[src/rtl/stt_pkg.sv]
// ----------------------------------------------------------------------------
// stt_pkg
// Token kinds, keyword table and shared types of the source text tokenizer.
// ----------------------------------------------------------------------------
`default_nettype none

package stt_pkg;

    localparam int NAME_CHARS = 8;
    localparam int KW_COUNT   = 14;

    // token kinds
    localparam logic [5:0] KIND_NUM     = 6'd0;
    localparam logic [5:0] KIND_ID      = 6'd1;
    localparam logic [5:0] KIND_KW_BASE = 6'd2;
    localparam logic [5:0] KIND_OP_BASE = 6'd16;
    localparam logic [5:0] KIND_END     = 6'd43;
    localparam logic [5:0] KIND_ERR     = 6'd44;

    // operator index, added to the operator base kind
    localparam logic [4:0] OP_ANDAND  = 5'd0;
    localparam logic [4:0] OP_AND     = 5'd1;
    localparam logic [4:0] OP_OROR    = 5'd2;
    localparam logic [4:0] OP_OR      = 5'd3;
    localparam logic [4:0] OP_LPAREN  = 5'd4;
    localparam logic [4:0] OP_RPAREN  = 5'd5;
    localparam logic [4:0] OP_SEMI    = 5'd6;
    localparam logic [4:0] OP_PLUSEQ  = 5'd7;
    localparam logic [4:0] OP_PLUS    = 5'd8;
    localparam logic [4:0] OP_MINUSEQ = 5'd9;
    localparam logic [4:0] OP_MINUS   = 5'd10;
    localparam logic [4:0] OP_MULEQ   = 5'd11;
    localparam logic [4:0] OP_MUL     = 5'd12;
    localparam logic [4:0] OP_DIVEQ   = 5'd13;
    localparam logic [4:0] OP_DIV     = 5'd14;
    localparam logic [4:0] OP_EQEQ    = 5'd15;
    localparam logic [4:0] OP_ASSIGN  = 5'd16;
    localparam logic [4:0] OP_LE      = 5'd17;
    localparam logic [4:0] OP_SHL     = 5'd18;
    localparam logic [4:0] OP_LT      = 5'd19;
    localparam logic [4:0] OP_GE      = 5'd20;
    localparam logic [4:0] OP_SHR     = 5'd21;
    localparam logic [4:0] OP_GT      = 5'd22;
    localparam logic [4:0] OP_HASH    = 5'd23;
    localparam logic [4:0] OP_LBRACE  = 5'd24;
    localparam logic [4:0] OP_RBRACE  = 5'd25;
    localparam logic [4:0] OP_NE      = 5'd26;

    localparam logic [30:0] NUM_MAX = 31'h7FFF_FFFF;

    // keywords packed first char in low byte
    localparam logic [63:0] KW_TEXT [0:KW_COUNT-1] = '{
        64'h0000_0000_0074_6e69,  // int
        64'h0000_0065_6c69_6877,  // while
        64'h0000_0000_0000_6f64,  // do
        64'h0000_0000_6573_6c65,  // else
        64'h0000_0000_0000_6669,  // if
        64'h0000_0000_6e65_6874,  // then
        64'h0000_0066_6e61_6373,  // scanf
        64'h0000_6674_6e69_7270,  // printf
        64'h0065_6475_6c63_6e69,  // include
        64'h6d61_6572_7473_6f69,  // iostream
        64'h0000_0000_0072_6f66,  // for
        64'h0000_0000_7261_6863,  // char
        64'h0000_676e_6972_7473,  // string
        64'h0000_0000_6e69_616d   // main
    };
    localparam logic [7:0] KW_LEN [0:KW_COUNT-1] = '{
        8'd3, 8'd5, 8'd2, 8'd4, 8'd2, 8'd4, 8'd5,
        8'd6, 8'd7, 8'd8, 8'd3, 8'd4, 8'd6, 8'd4
    };

    // one token without its position
    typedef struct packed {
        logic [5:0]  kind;
        logic [31:0] num;
        logic [63:0] text;
        logic [7:0]  len;
        logic [15:0] err;
    } t_tok;

    // queue status seen by the producer and the consumer
    typedef struct packed {
        logic full;
        logic empty;
    } t_q_flags;

    // identifier or keyword kind of a finished word
    function automatic logic [5:0] word_kind(input logic [63:0] text,
                                             input logic [7:0] len);
        logic [5:0] k;
        k = KIND_ID;
        for (int i = KW_COUNT - 1; i >= 0; i--) begin
            if (len == KW_LEN[i] && text == KW_TEXT[i]) begin
                k = KIND_KW_BASE + 6'(i);
            end
        end
        return k;
    endfunction

endpackage

`default_nettype wire

[src/rtl/stt_queue.sv]
// ----------------------------------------------------------------------------
// stt_queue
// Short register queue that decouples the byte scanner from the token output.
// ----------------------------------------------------------------------------
`default_nettype none

module stt_queue #(
    parameter int WIDTH = 8,
    parameter int DEPTH = 4
) (
    input  wire logic              i_clk,
    input  wire logic              i_rst_n,
    input  wire logic              i_push,
    input  wire logic [WIDTH-1:0]  i_data,
    input  wire logic              i_pop,
    output stt_pkg::t_q_flags      o_flags,
    output logic      [WIDTH-1:0]  o_data
);

    localparam int PW = (DEPTH > 1) ? $clog2(DEPTH) : 1;
    localparam int CW = $clog2(DEPTH + 1);

    logic [WIDTH-1:0] r_mem [DEPTH];
    logic [PW-1:0]    r_wr, r_rd;
    logic [CW-1:0]    r_cnt;
    logic             w_push, w_pop;

    assign o_flags.full  = (r_cnt == CW'(DEPTH));
    assign o_flags.empty = (r_cnt == '0);
    assign w_push = i_push && !o_flags.full;
    assign w_pop  = i_pop && !o_flags.empty;
    assign o_data = r_mem[r_rd];

    // pointers and fill count
    always_ff @(posedge i_clk) begin
        if (!i_rst_n) begin
            r_wr  <= '0;
            r_rd  <= '0;
            r_cnt <= '0;
        end else begin
            if (w_push) begin
                r_wr <= (r_wr == PW'(DEPTH - 1)) ? '0 : r_wr + 1'b1;
            end
            if (w_pop) begin
                r_rd <= (r_rd == PW'(DEPTH - 1)) ? '0 : r_rd + 1'b1;
            end
            if (w_push && !w_pop) begin
                r_cnt <= r_cnt + 1'b1;
            end else if (w_pop && !w_push) begin
                r_cnt <= r_cnt - 1'b1;
            end
        end
    end

    // storage
    always_ff @(posedge i_clk) begin
        if (w_push) begin
            r_mem[r_wr] <= i_data;
        end
    end

endmodule

`default_nettype wire

[src/rtl/stt_front.sv]
// ----------------------------------------------------------------------------
// stt_front
// Byte scanner: tracks numbers, words, pending operators and position, and
// hands zero, one or two finished tokens per byte to the queue.
// ----------------------------------------------------------------------------
`default_nettype none

module stt_front #(
    parameter int POSITION_BITS = 16,
    parameter int ENTRY_W       = 8
) (
    input  wire logic                i_clk,
    input  wire logic                i_rst_n,
    input  wire logic                i_push,
    input  wire logic [7:0]          i_char_code,
    input  wire logic                i_end_of_input,
    input  wire stt_pkg::t_q_flags   i_q,
    output logic                     o_full,
    output logic                     o_q_push,
    output logic [ENTRY_W-1:0]       o_q_data
);

    localparam int P = POSITION_BITS;

    typedef enum logic [1:0] {MODE_IDLE, MODE_NUM, MODE_WORD, MODE_OP} t_mode;

    t_mode        r_mode, n_mode;
    logic [30:0]  r_acc, n_acc;
    logic         r_neg, n_neg;
    logic [63:0]  r_word, n_word;
    logic [7:0]   r_len, n_len;
    logic [7:0]   r_op, n_op;
    logic [P-1:0] r_line, n_line;
    logic [P-1:0] r_col, n_col;

    logic         w_acc;
    logic [7:0]   c;
    logic         has_c, is_dig, is_alp, consumed;
    logic [34:0]  mul10;
    logic [3:0]   digit;
    logic [1:0]   v_cnt;
    stt_pkg::t_tok v_tok [2];
    logic [P-1:0] v_line [2];
    logic [P-1:0] v_col [2];
    logic [4:0]   o_idx;
    logic         o_two, o_err, o_none;
    logic [31:0]  num_val;

    function automatic logic [P-1:0] pos_inc(input logic [P-1:0] v);
        return (v == '1) ? v : v + 1'b1;
    endfunction

    function automatic stt_pkg::t_tok mk_tok(input logic [5:0] kind,
                                             input logic [31:0] num,
                                             input logic [63:0] text,
                                             input logic [7:0] len,
                                             input logic [15:0] err);
        stt_pkg::t_tok t;
        t.kind = kind;
        t.num  = num;
        t.text = text;
        t.len  = len;
        t.err  = err;
        return t;
    endfunction

    assign w_acc    = i_push && !i_q.full;
    assign o_full   = i_q.full;
    assign o_q_push = w_acc && (v_cnt != 2'd0);
    assign o_q_data = {v_cnt, v_tok[0], v_line[0], v_col[0], v_tok[1], v_line[1], v_col[1]};

    assign c      = i_char_code;
    assign has_c  = !i_end_of_input;
    assign is_dig = (c >= "0") && (c <= "9");
    assign is_alp = ((c >= "A") && (c <= "Z")) || ((c >= "a") && (c <= "z"));
    assign digit  = 4'(c - "0");
    assign mul10  = {1'b0, r_acc, 3'b000} + {3'b000, r_acc, 1'b0} + {31'd0, digit};
    assign num_val = r_neg ? (32'd0 - {1'b0, r_acc}) : {1'b0, r_acc};

    // next state and emitted tokens for one byte
    always_comb begin
        n_mode = r_mode;
        n_acc  = r_acc;
        n_neg  = r_neg;
        n_word = r_word;
        n_len  = r_len;
        n_op   = r_op;
        n_line = r_line;
        n_col  = r_col;
        v_cnt  = 2'd0;
        v_tok[0] = '0;
        v_tok[1] = '0;
        v_line[0] = '0;
        v_line[1] = '0;
        v_col[0] = '0;
        v_col[1] = '0;
        consumed = 1'b0;
        o_idx  = stt_pkg::OP_AND;
        o_two  = 1'b0;
        o_err  = 1'b0;
        o_none = 1'b0;

        // flush or extend the token in progress
        if (r_mode == MODE_NUM) begin
            if (has_c && is_dig) begin
                n_acc = (mul10 > {4'd0, stt_pkg::NUM_MAX}) ? stt_pkg::NUM_MAX : mul10[30:0];
                n_col = pos_inc(n_col);
                consumed = 1'b1;
            end else begin
                v_tok[v_cnt[0]] = mk_tok(stt_pkg::KIND_NUM, num_val, 64'd0, 8'd0, 16'd0);
                v_line[v_cnt[0]] = n_line;
                v_col[v_cnt[0]] = n_col;
                v_cnt = v_cnt + 2'd1;
                if (r_neg) begin
                    n_col = pos_inc(n_col);
                end
                n_mode = MODE_IDLE;
                n_acc = '0;
                n_neg = 1'b0;
            end
        end else if (r_mode == MODE_WORD) begin
            if (has_c && (is_dig || is_alp)) begin
                if (r_len < 8'(stt_pkg::NAME_CHARS)) begin
                    n_word = r_word | ({56'd0, c} << {r_len[2:0], 3'b000});
                end
                if (r_len != 8'hFF) begin
                    n_len = r_len + 8'd1;
                end
                n_col = pos_inc(n_col);
                consumed = 1'b1;
            end else begin
                v_tok[v_cnt[0]] = mk_tok(stt_pkg::word_kind(r_word, r_len), 32'd0,
                                         r_word, r_len, 16'd0);
                v_line[v_cnt[0]] = n_line;
                v_col[v_cnt[0]] = n_col;
                v_cnt = v_cnt + 2'd1;
                n_mode = MODE_IDLE;
                n_word = '0;
                n_len = '0;
            end
        end else if (r_mode == MODE_OP) begin
            // resolve the pending operator against this byte
            n_mode = MODE_IDLE;
            n_op = '0;
            case (r_op)
                "&": begin
                    if (has_c && c == "&") begin
                        o_idx = stt_pkg::OP_ANDAND; o_two = 1'b1;
                    end else o_idx = stt_pkg::OP_AND;
                end
                "|": begin
                    if (has_c && c == "|") begin
                        o_idx = stt_pkg::OP_OROR; o_two = 1'b1;
                    end else o_idx = stt_pkg::OP_OR;
                end
                "+": begin
                    if (has_c && c == "=") begin
                        o_idx = stt_pkg::OP_PLUSEQ; o_two = 1'b1;
                    end else o_idx = stt_pkg::OP_PLUS;
                end
                "-": begin
                    if (has_c && c == "=") begin
                        o_idx = stt_pkg::OP_MINUSEQ; o_two = 1'b1;
                    end else if (has_c && is_dig) begin
                        o_none = 1'b1;
                        n_mode = MODE_NUM;
                        n_neg = 1'b1;
                        n_acc = {27'd0, digit};
                    end else o_idx = stt_pkg::OP_MINUS;
                end
                "*": begin
                    if (has_c && c == "=") begin
                        o_idx = stt_pkg::OP_MULEQ; o_two = 1'b1;
                    end else o_idx = stt_pkg::OP_MUL;
                end
                "/": begin
                    if (has_c && c == "=") begin
                        o_idx = stt_pkg::OP_DIVEQ; o_two = 1'b1;
                    end else o_idx = stt_pkg::OP_DIV;
                end
                "=": begin
                    if (has_c && c == "=") begin
                        o_idx = stt_pkg::OP_EQEQ; o_two = 1'b1;
                    end else o_idx = stt_pkg::OP_ASSIGN;
                end
                "<": begin
                    if (has_c && c == "=") begin
                        o_idx = stt_pkg::OP_LE; o_two = 1'b1;
                    end else if (has_c && c == "<") begin
                        o_idx = stt_pkg::OP_SHL; o_two = 1'b1;
                    end else o_idx = stt_pkg::OP_LT;
                end
                ">": begin
                    if (has_c && c == "=") begin
                        o_idx = stt_pkg::OP_GE; o_two = 1'b1;
                    end else if (has_c && c == ">") begin
                        o_idx = stt_pkg::OP_SHR; o_two = 1'b1;
                    end else o_idx = stt_pkg::OP_GT;
                end
                default: begin
                    if (has_c && c == "=") begin
                        o_idx = stt_pkg::OP_NE; o_two = 1'b1;
                    end else o_err = 1'b1;
                end
            endcase
            consumed = o_two || o_none;
            if (!o_none) begin
                if (o_err) begin
                    v_tok[v_cnt[0]] = mk_tok(stt_pkg::KIND_ERR, 32'd0, 64'd0, 8'd0,
                                             {(has_c ? c : 8'd0), 8'h21});
                end else begin
                    v_tok[v_cnt[0]] = mk_tok(stt_pkg::KIND_OP_BASE + {1'b0, o_idx}, 32'd0,
                                             64'd0, 8'd0, 16'd0);
                end
                v_line[v_cnt[0]] = n_line;
                v_col[v_cnt[0]] = n_col;
                v_cnt = v_cnt + 2'd1;
                n_col = pos_inc(n_col);
                if (o_two) begin
                    n_col = pos_inc(n_col);
                end
            end
        end

        if (i_end_of_input) begin
            // end token, then back to the reset state
            v_tok[v_cnt[0]] = mk_tok(stt_pkg::KIND_END, 32'd0, 64'd0, 8'd0, 16'd0);
            v_line[v_cnt[0]] = n_line;
            v_col[v_cnt[0]] = n_col;
            v_cnt = v_cnt + 2'd1;
            n_mode = MODE_IDLE;
            n_acc = '0;
            n_neg = 1'b0;
            n_word = '0;
            n_len = '0;
            n_op = '0;
            n_line = P'(1);
            n_col = P'(1);
        end else if (!consumed) begin
            // byte seen in idle
            if (is_dig) begin
                n_mode = MODE_NUM;
                n_neg = 1'b0;
                n_acc = {27'd0, digit};
            end else if (is_alp) begin
                n_mode = MODE_WORD;
                n_word = {56'd0, c};
                n_len = 8'd1;
            end else begin
                case (c)
                    " ": n_col = pos_inc(n_col);
                    "\n": begin
                        n_line = pos_inc(n_line);
                        n_col = P'(1);
                    end
                    "\t", "\r": ;
                    "&", "|", "+", "-", "*", "/", "=", "<", ">", "!": begin
                        n_mode = MODE_OP;
                        n_op = c;
                    end
                    "(", ")", ";", "#", "{", "}": begin
                        case (c)
                            "(": o_idx = stt_pkg::OP_LPAREN;
                            ")": o_idx = stt_pkg::OP_RPAREN;
                            ";": o_idx = stt_pkg::OP_SEMI;
                            "#": o_idx = stt_pkg::OP_HASH;
                            "{": o_idx = stt_pkg::OP_LBRACE;
                            default: o_idx = stt_pkg::OP_RBRACE;
                        endcase
                        v_tok[v_cnt[0]] = mk_tok(stt_pkg::KIND_OP_BASE + {1'b0, o_idx}, 32'd0,
                                                 64'd0, 8'd0, 16'd0);
                        v_line[v_cnt[0]] = n_line;
                        v_col[v_cnt[0]] = n_col;
                        v_cnt = v_cnt + 2'd1;
                        n_col = pos_inc(n_col);
                    end
                    default: begin
                        v_tok[v_cnt[0]] = mk_tok(stt_pkg::KIND_ERR, 32'd0, 64'd0, 8'd0,
                                                 {8'd0, c});
                        v_line[v_cnt[0]] = n_line;
                        v_col[v_cnt[0]] = n_col;
                        v_cnt = v_cnt + 2'd1;
                        n_col = pos_inc(n_col);
                    end
                endcase
            end
        end
    end

    // scanner state
    always_ff @(posedge i_clk) begin
        if (!i_rst_n) begin
            r_mode <= MODE_IDLE;
            r_acc  <= '0;
            r_neg  <= 1'b0;
            r_word <= '0;
            r_len  <= '0;
            r_op   <= '0;
            r_line <= P'(1);
            r_col  <= P'(1);
        end else if (w_acc) begin
            r_mode <= n_mode;
            r_acc  <= n_acc;
            r_neg  <= n_neg;
            r_word <= n_word;
            r_len  <= n_len;
            r_op   <= n_op;
            r_line <= n_line;
            r_col  <= n_col;
        end
    end

endmodule

`default_nettype wire

[src/rtl/stt_back.sv]
// ----------------------------------------------------------------------------
// stt_back
// Token issue: splits queue entries into single tokens and holds the oldest
// one in the result register until it is popped.
// ----------------------------------------------------------------------------
`default_nettype none

module stt_back #(
    parameter int POSITION_BITS = 16,
    parameter int ENTRY_W       = 8
) (
    input  wire logic                     i_clk,
    input  wire logic                     i_rst_n,
    input  wire stt_pkg::t_q_flags        i_q,
    input  wire logic [ENTRY_W-1:0]       i_q_data,
    output logic                          o_q_pop,
    input  wire logic                     i_pop,
    output logic                          o_empty,
    output logic [5:0]                    o_token_kind,
    output logic signed [31:0]            o_number_value,
    output logic [63:0]                   o_name_text,
    output logic [7:0]                    o_name_length,
    output logic [POSITION_BITS-1:0]      o_line_number,
    output logic [POSITION_BITS-1:0]      o_column_number,
    output logic [15:0]                   o_error_chars,
    output logic                          o_last_of_run
);

    localparam int P      = POSITION_BITS;
    localparam int TOK_W  = $bits(stt_pkg::t_tok);
    localparam int SLOT_W = TOK_W + 2 * P;

    logic                r_vld, r_phase, r_last;
    stt_pkg::t_tok       r_tok;
    logic [P-1:0]        r_line, r_col;
    logic [1:0]          q_cnt;
    logic [SLOT_W-1:0]   slot;
    logic                load, sel_last;

    assign q_cnt    = i_q_data[2*SLOT_W+1 : 2*SLOT_W];
    assign slot     = r_phase ? i_q_data[SLOT_W-1:0] : i_q_data[2*SLOT_W-1 : SLOT_W];
    assign sel_last = r_phase || (q_cnt == 2'd1);
    assign load     = !r_vld || i_pop;
    assign o_q_pop  = load && !i_q.empty && sel_last;

    // result register and entry phase
    always_ff @(posedge i_clk) begin
        if (!i_rst_n) begin
            r_vld   <= 1'b0;
            r_phase <= 1'b0;
        end else if (load) begin
            r_vld <= !i_q.empty;
            if (!i_q.empty) begin
                r_phase <= !sel_last;
            end
        end
    end

    // result payload
    always_ff @(posedge i_clk) begin
        if (load && !i_q.empty) begin
            r_tok  <= slot[SLOT_W-1 : 2*P];
            r_line <= slot[2*P-1 : P];
            r_col  <= slot[P-1:0];
            r_last <= sel_last;
        end
    end

    assign o_empty         = !r_vld;
    assign o_token_kind    = r_tok.kind;
    assign o_number_value  = $signed(r_tok.num);
    assign o_name_text     = r_tok.text;
    assign o_name_length   = r_tok.len;
    assign o_line_number   = r_line;
    assign o_column_number = r_col;
    assign o_error_chars   = r_tok.err;
    assign o_last_of_run   = r_last;

endmodule

`default_nettype wire

[src/rtl/source_text_tokenizer_core.sv]
// ----------------------------------------------------------------------------
// source_text_tokenizer_core
// Streaming tokenizer: one source byte in, tokens with line and column out.
// ----------------------------------------------------------------------------
// The block takes one byte per clock cycle as long as its token queue
// (QUEUE_DEPTH entries, one per byte that yields tokens) has room. A byte
// yields up to two tokens; the result side issues one token per cycle while
// tokens are popped, and the queue absorbs the bursts of bytes with two
// tokens. The first token of a byte reaches the result ports through the
// queue and the result register: the scanner is combinational and writes the
// queue at the accepting edge, and the result register loads from the queue
// when it is empty or being popped. Tokens are held until popped and come out
// in source order.
`default_nettype none

module source_text_tokenizer_core #(
    parameter int POSITION_BITS = 16,
    parameter int QUEUE_DEPTH   = 4
) (
    input  wire logic                     i_clk,
    input  wire logic                     i_rst_n,
    input  wire logic                     push,
    output logic                          full,
    input  wire logic [7:0]               i_char_code,
    input  wire logic                     i_end_of_input,
    output logic                          empty,
    input  wire logic                     pop,
    output logic [5:0]                    o_token_kind,
    output logic signed [31:0]            o_number_value,
    output logic [63:0]                   o_name_text,
    output logic [7:0]                    o_name_length,
    output logic [POSITION_BITS-1:0]      o_line_number,
    output logic [POSITION_BITS-1:0]      o_column_number,
    output logic [15:0]                   o_error_chars,
    output logic                          o_last_of_run
);

    localparam int ENTRY_W = 2 + 2 * ($bits(stt_pkg::t_tok) + 2 * POSITION_BITS);

    stt_pkg::t_q_flags  q_flags;
    logic               q_push, q_pop;
    logic [ENTRY_W-1:0] q_wdata, q_rdata;

    // byte scanner
    stt_front #(.POSITION_BITS(POSITION_BITS), .ENTRY_W(ENTRY_W)) u_front (
        .i_clk          (i_clk),
        .i_rst_n        (i_rst_n),
        .i_push         (push),
        .i_char_code    (i_char_code),
        .i_end_of_input (i_end_of_input),
        .i_q            (q_flags),
        .o_full         (full),
        .o_q_push       (q_push),
        .o_q_data       (q_wdata)
    );

    // token queue
    stt_queue #(.WIDTH(ENTRY_W), .DEPTH(QUEUE_DEPTH)) u_queue (
        .i_clk   (i_clk),
        .i_rst_n (i_rst_n),
        .i_push  (q_push),
        .i_data  (q_wdata),
        .i_pop   (q_pop),
        .o_flags (q_flags),
        .o_data  (q_rdata)
    );

    // token issue
    stt_back #(.POSITION_BITS(POSITION_BITS), .ENTRY_W(ENTRY_W)) u_back (
        .i_clk           (i_clk),
        .i_rst_n         (i_rst_n),
        .i_q             (q_flags),
        .i_q_data        (q_rdata),
        .o_q_pop         (q_pop),
        .i_pop           (pop),
        .o_empty         (empty),
        .o_token_kind    (o_token_kind),
        .o_number_value  (o_number_value),
        .o_name_text     (o_name_text),
        .o_name_length   (o_name_length),
        .o_line_number   (o_line_number),
        .o_column_number (o_column_number),
        .o_error_chars   (o_error_chars),
        .o_last_of_run   (o_last_of_run)
    );

endmodule

`default_nettype wire

[config.mk]
export PLATFORM = sky130hd
export DESIGN_NAME = source_text_tokenizer_core
export DESIGN_NICKNAME = d
export VERILOG_FILES = /design/src/rtl/stt_pkg.sv /design/src/rtl/stt_queue.sv /design/src/rtl/stt_front.sv /design/src/rtl/stt_back.sv /design/src/rtl/source_text_tokenizer_core.sv
export SDC_FILE = /design/constraint.sdc
export NUM_CORES = 2
export LEC_CHECK = 0
export BUFFER_PORTS_ARGS = -buffer_cell sky130_fd_sc_hd__buf_4
export CORE_MARGIN = 8
export CORE_UTILIZATION = 65
export CTS_BUF_LIST = sky130_fd_sc_hd__clkbuf_4 sky130_fd_sc_hd__clkbuf_8
export CTS_CLUSTER_SIZE = 30
export DETAILED_ROUTE_END_ITERATION = 12
export HOLD_SLACK_MARGIN = 0.05
export PLACE_DENSITY = 0.89
export REMOVE_ABC_BUFFERS = 1
export SETUP_SLACK_MARGIN = 0.2
export SYNTH_ARGS = -nofsm -noshare
export SYNTH_HDL_FRONTEND = slang
export SYNTH_HIERARCHICAL = 1
export SYNTH_SLANG_ARGS = --single-unit
[constraint.sdc]
create_clock -name i_clk -period 23.3 [get_ports i_clk]
set_clock_uncertainty 0.2 [all_clocks]
set_input_delay 2.33 -clock i_clk [delete_from_list [all_inputs] [get_ports i_clk]]
set_output_delay 2.33 -clock i_clk [all_outputs]
set_load 0.005 [all_outputs]
==> results by group <==
Run status
  • Status: completed

Power
  • VDD IR max: 0.0001087 V
  • P_sw: 0.002009 W
  • Combinational Power Share: 0.207
  • Clock power share: 0.299
  • Switching share of power: 0.2606
  • Static leakage: about 26 nW
  • Sequential Power Share: 0.494
  • P per Cell Area: 102.7 mW/mm²
  • Internal: between 0.005 and 0.006 W

Logic synthesis
  • Post-synth EDFFs: 1431
  • Synth Area per Inst: around 16 µm²
  • Synthesized flop and latch total: 1588
  • Top cells by count, synth: 1431 x edfxtp_1, 318 x mux4_2, 219 x nor2_1
  • Mapped Cells: 4149
  • Yosys top cell area share: 0.6297
  • Synth Warn #: 6
  • Ranking of synthesized cells by area: edfxtp_1 63%, mux4_2 10%, dfxtp_1 4.6%, mux2_4 1.9%, buf_4 1.6%
  • Post-Synthesis Cell Area: 0.06824 mm²
  • Cell taking the most area after synthesis: edfxtp_1
  • Main synth FF type: edfxtp_1
  • Distinct cell type count after synthesis: 98
  • Count leader, synth: edfxtp_1
  • Post-synthesis sequential area ratio: 0.6758
  • Post-synth ARST share: 0

Clock network
  • Clock sinks: 1588
  • Clk_lat worst skew: 0.92 ns
  • Root Driver: clkbuf_8
  • Clk pin slew, worst setup/hold paths: 0.06 ns
  • Post-cts resize count: 0
  • Max clock buf depth: 3
  • Num CTS Buffers: 234
  • Hold_buf cts: 0
  • CTS tree: done
  • Setup bufs post-CTS: 0
  • H-tree Lvls: 4

Global route
  • Vias in the first global route: 39560
  • Global-route wire length before repair: 238200 µm
  • Largest net degree at the start of global routing: 159
  • Initial antenna violation count: 6
  • Total gr overflow: 0
  • Overall routing resource usage: 0.2667

Setup path
  • CP cell instances: buf_4, nor4bb_1, nand3_2, nor4_4, nor2_1, nor3_2, clkinv_1, buf_4, ha_1, or3_1, o21ai_0, a21oi_1, nor2b_1, and2_4, buf_4, buf_12
  • CP Max Fanout: ~160
  • Reg2reg setup slack: ~16 ns
  • Top cell by count, worst path: buf_4
  • Crit path max-delay cell type: nor4bb_1
  • Worst EP required: approximately 24 ns
  • Critical R2R Launch: u_front/r_op[4]$_SDFFE_PN0P_
  • Critical Path AT: 9.69 ns
  • Register-to-Register Path Depth: 15
  • CP Capture Point: u_queue/r_mem[1][105]$_DFFE_PP_
  • Critical path launch point: i_char_code[4]
  • Crit path launch type: primary input
  • Worst reg2reg endpoint: u_queue/r_mem[1][105]$_DFFE_PP_
  • Kind of critical path: in -> reg
  • Max stage delay on crit path: 0.93 ns
  • CP endpoint kind: flop

Floorplan
  • Die ar.: ~0.12 mm²
  • FP Rows: 119
  • Initial core utilization: 0.6519
  • Core Region: 0.1047 mm²
  • Io pins: 174
  • Die Span X: approximately 340 µm
  • Die Height: between 300 and 400 µm

STA
  • Worst hold slack: 0.3061 ns
  • RSZ-0062 raised after global routing: false
  • Setup violators final: 0
  • Setup TNS: 0 ns
  • Measured slew at the worst slew-check pin: approximately 1.3 ns
  • Max Transition Viols Final: 0
  • Min Tclk post-route: 9.400 ns
  • Fmax: 0.1064 GHz
  • Relative slew margins: 0.1168
  • Final hold vios: 0
  • Final worst path period share: 0.4034

Cells and area
  • FILL cells: 5973
  • Design area: roughly 0.075 mm²
  • Layout cells sized above 1: 0.2488
  • Final #Nets: 4460
  • Area Overhead vs Synth: 10.05%

Placement
  • Gpl congestion: 0.9531
  • Placement Cell Area: 0.07019 mm²
  • DPL Wire Length: just under 100000 µm
  • Buffers added on ports: ~170

Routing
  • DRT iter0 DRCs: 4937
  • DRC Markers: 0
  • Post-DRT Antenna Nets: 0
  • Via-to-Cell Ratio: 6.552
  • Via Count: between 30000 and 40000
  • Final WL: ~160000 µm
  • Detailed Routing Iterations Pass 1: 8
  • WL per Instance: 26.51 µm

Flow run
  • Maxcap violations: 0

Hold path
  • Hold Path Class: reg -> reg
[metrics by stage]
step / utilization / std cells / setup slack [ns] / power (W)
2_1_floorplan: - / 3908 / 7.483 / 0.005213
3_3_place_gp: 0.6705 / 5522 / 13.42 / 0.005387
3_5_place_dp: 0.6705 / 5522 / 13.27 / 0.005472
4_1_cts: 0.7174 / 5953 / 14.16 / 0.007776
5_1_grt: 0.7174 / 5954 / 13.62 / 0.007990
6_report: 0.7174 / 5955 / 13.90 / 0.007709
[metal layers]
layer	global-route usage	up-vias	wire length (µm)	share of wire
li1	-	16710	-	-
met1	0.3501	19690	59200	0.37
met2	0.4495	2232	80020	0.51
met3	0.04805	381	13110	0.083
met4	0.09804	2	5532	0.035
met5	0	-	12	0.000076
[how the worst min path moves through the flow]
| stage | startpoint | end | slack [ns] | depth (start not counted) |
|---|---|---|---|---|
| 6_report | u_queue/r_wr[1]$_SDFFE_PN0P_ | u_queue/r_wr[1]$_SDFFE_PN0P_ | 0.31 | 2 |
| 5_1_grt | u_front/r_acc[0]$_SDFFE_PN0P_ | u_front/r_acc[0]$_SDFFE_PN0P_ | 0.34 | 2 |
| 4_1_cts | u_queue/r_wr[1]$_SDFFE_PN0P_ | u_queue/r_wr[1]$_SDFFE_PN0P_ | 0.30 | 2 |
| 3_5_place_dp | u_queue/r_wr[1]$_SDFFE_PN0P_ | u_queue/r_wr[1]$_SDFFE_PN0P_ | 0.29 | 2 |
| 3_3_place_gp | u_front/r_line[13]$_SDFFE_PN0P_ | u_front/r_line[13]$_SDFFE_PN0P_ | 0.27 | 2 |
| 2_1_floorplan | u_front/r_word[15]$_SDFFE_PN0P_ | u_front/r_word[15]$_SDFFE_PN0P_ | 0.26 | 1 |
[layout by cell type (no fill, tap or decap), types with 85 or more instances in the layout]
cell type / synthesis / final
edfxtp_1: 1431 / 1431
clkbuf_4: 0 / 89
buf_4: 144 / 217
a22oi_1: 85 / 85
nor2_1: 219 / 217
o21ai_0: 101 / 101
nor2b_1: 101 / 100
a21oi_1: 86 / 85
mux2_4: 88 / 88
and3_1: 121 / 121
mux4_2: 318 / 318
dfxtp_1: 157 / 154
conb_1: 1 / 112
nand2_1: 215 / 214
clkbuf_8: 0 / 248
[state kept, by name (all words and copies together), names as in the netlist, 3 cells and up, named ones only]
name,count
u_back/o_column_number,16
u_back/o_error_chars,16
u_back/o_line_number,16
u_back/o_name_length,8
u_back/o_name_text,64
u_back/o_number_value,32
u_back/o_token_kind,6
u_front/r_acc,31
u_front/r_col,16
u_front/r_len,8
u_front/r_line,16
u_front/r_op,8
u_front/r_word,64
u_queue/r_cnt,3
u_queue/r_mem,1272
[area by class of cell]
class                           count  area (µm²)  share of cell area
Clock buffer                      337        4081             0.05435
Antenna cell                        2       5.005          0.00006665
Timing Repair Buffer              223        1749             0.02329
Clock inverter                     94       819.5             0.01091
Sequential cell                  1588       46130              0.6142
Tap cell                         1391        1740             0.02318
Multi-Input combinational cell   2288       20450              0.2724
Inverter                           32       120.1            0.001600
[worst max-delay path, delay by kind of cell]
family / cells / cell delay (ns)
compound gates: 2 / 0.40
fa+ha+maj: 1 / 0.37
buf+inv: 5 / 2.28
simple gates: 8 / 4.05
[cell families (layout without fill, tap and decap cells)]
kind of cell	after synthesis	in the layout	share of synthesized area
XOR/XNOR	78	78	0.01001
multiplexers	495	495	0.1387
other	1	114	0.00005496
AO/OA/AOI/OAI	491	491	0.04892
adder cells (fa/ha/maj)	81	81	0.01515
buffers and inverters	384	686	0.03146
flip-flops	1588	1588	0.6758
AND/OR/NAND/NOR	1031	1031	0.07987
[power groups by stage]
stage	sequential (W)	clock (W)	combinational, W
after floorplan	0.00406	0	0.00115
after global placement	0.00382	0	0.00157
after detailed placement	0.00386	0	0.00161
after CTS	0.00381	0.00234	0.00163
after global routing	0.00384	0.00246	0.00169
final	0.00381	0.00230	0.00160
(Power assumes the default switching activity.)
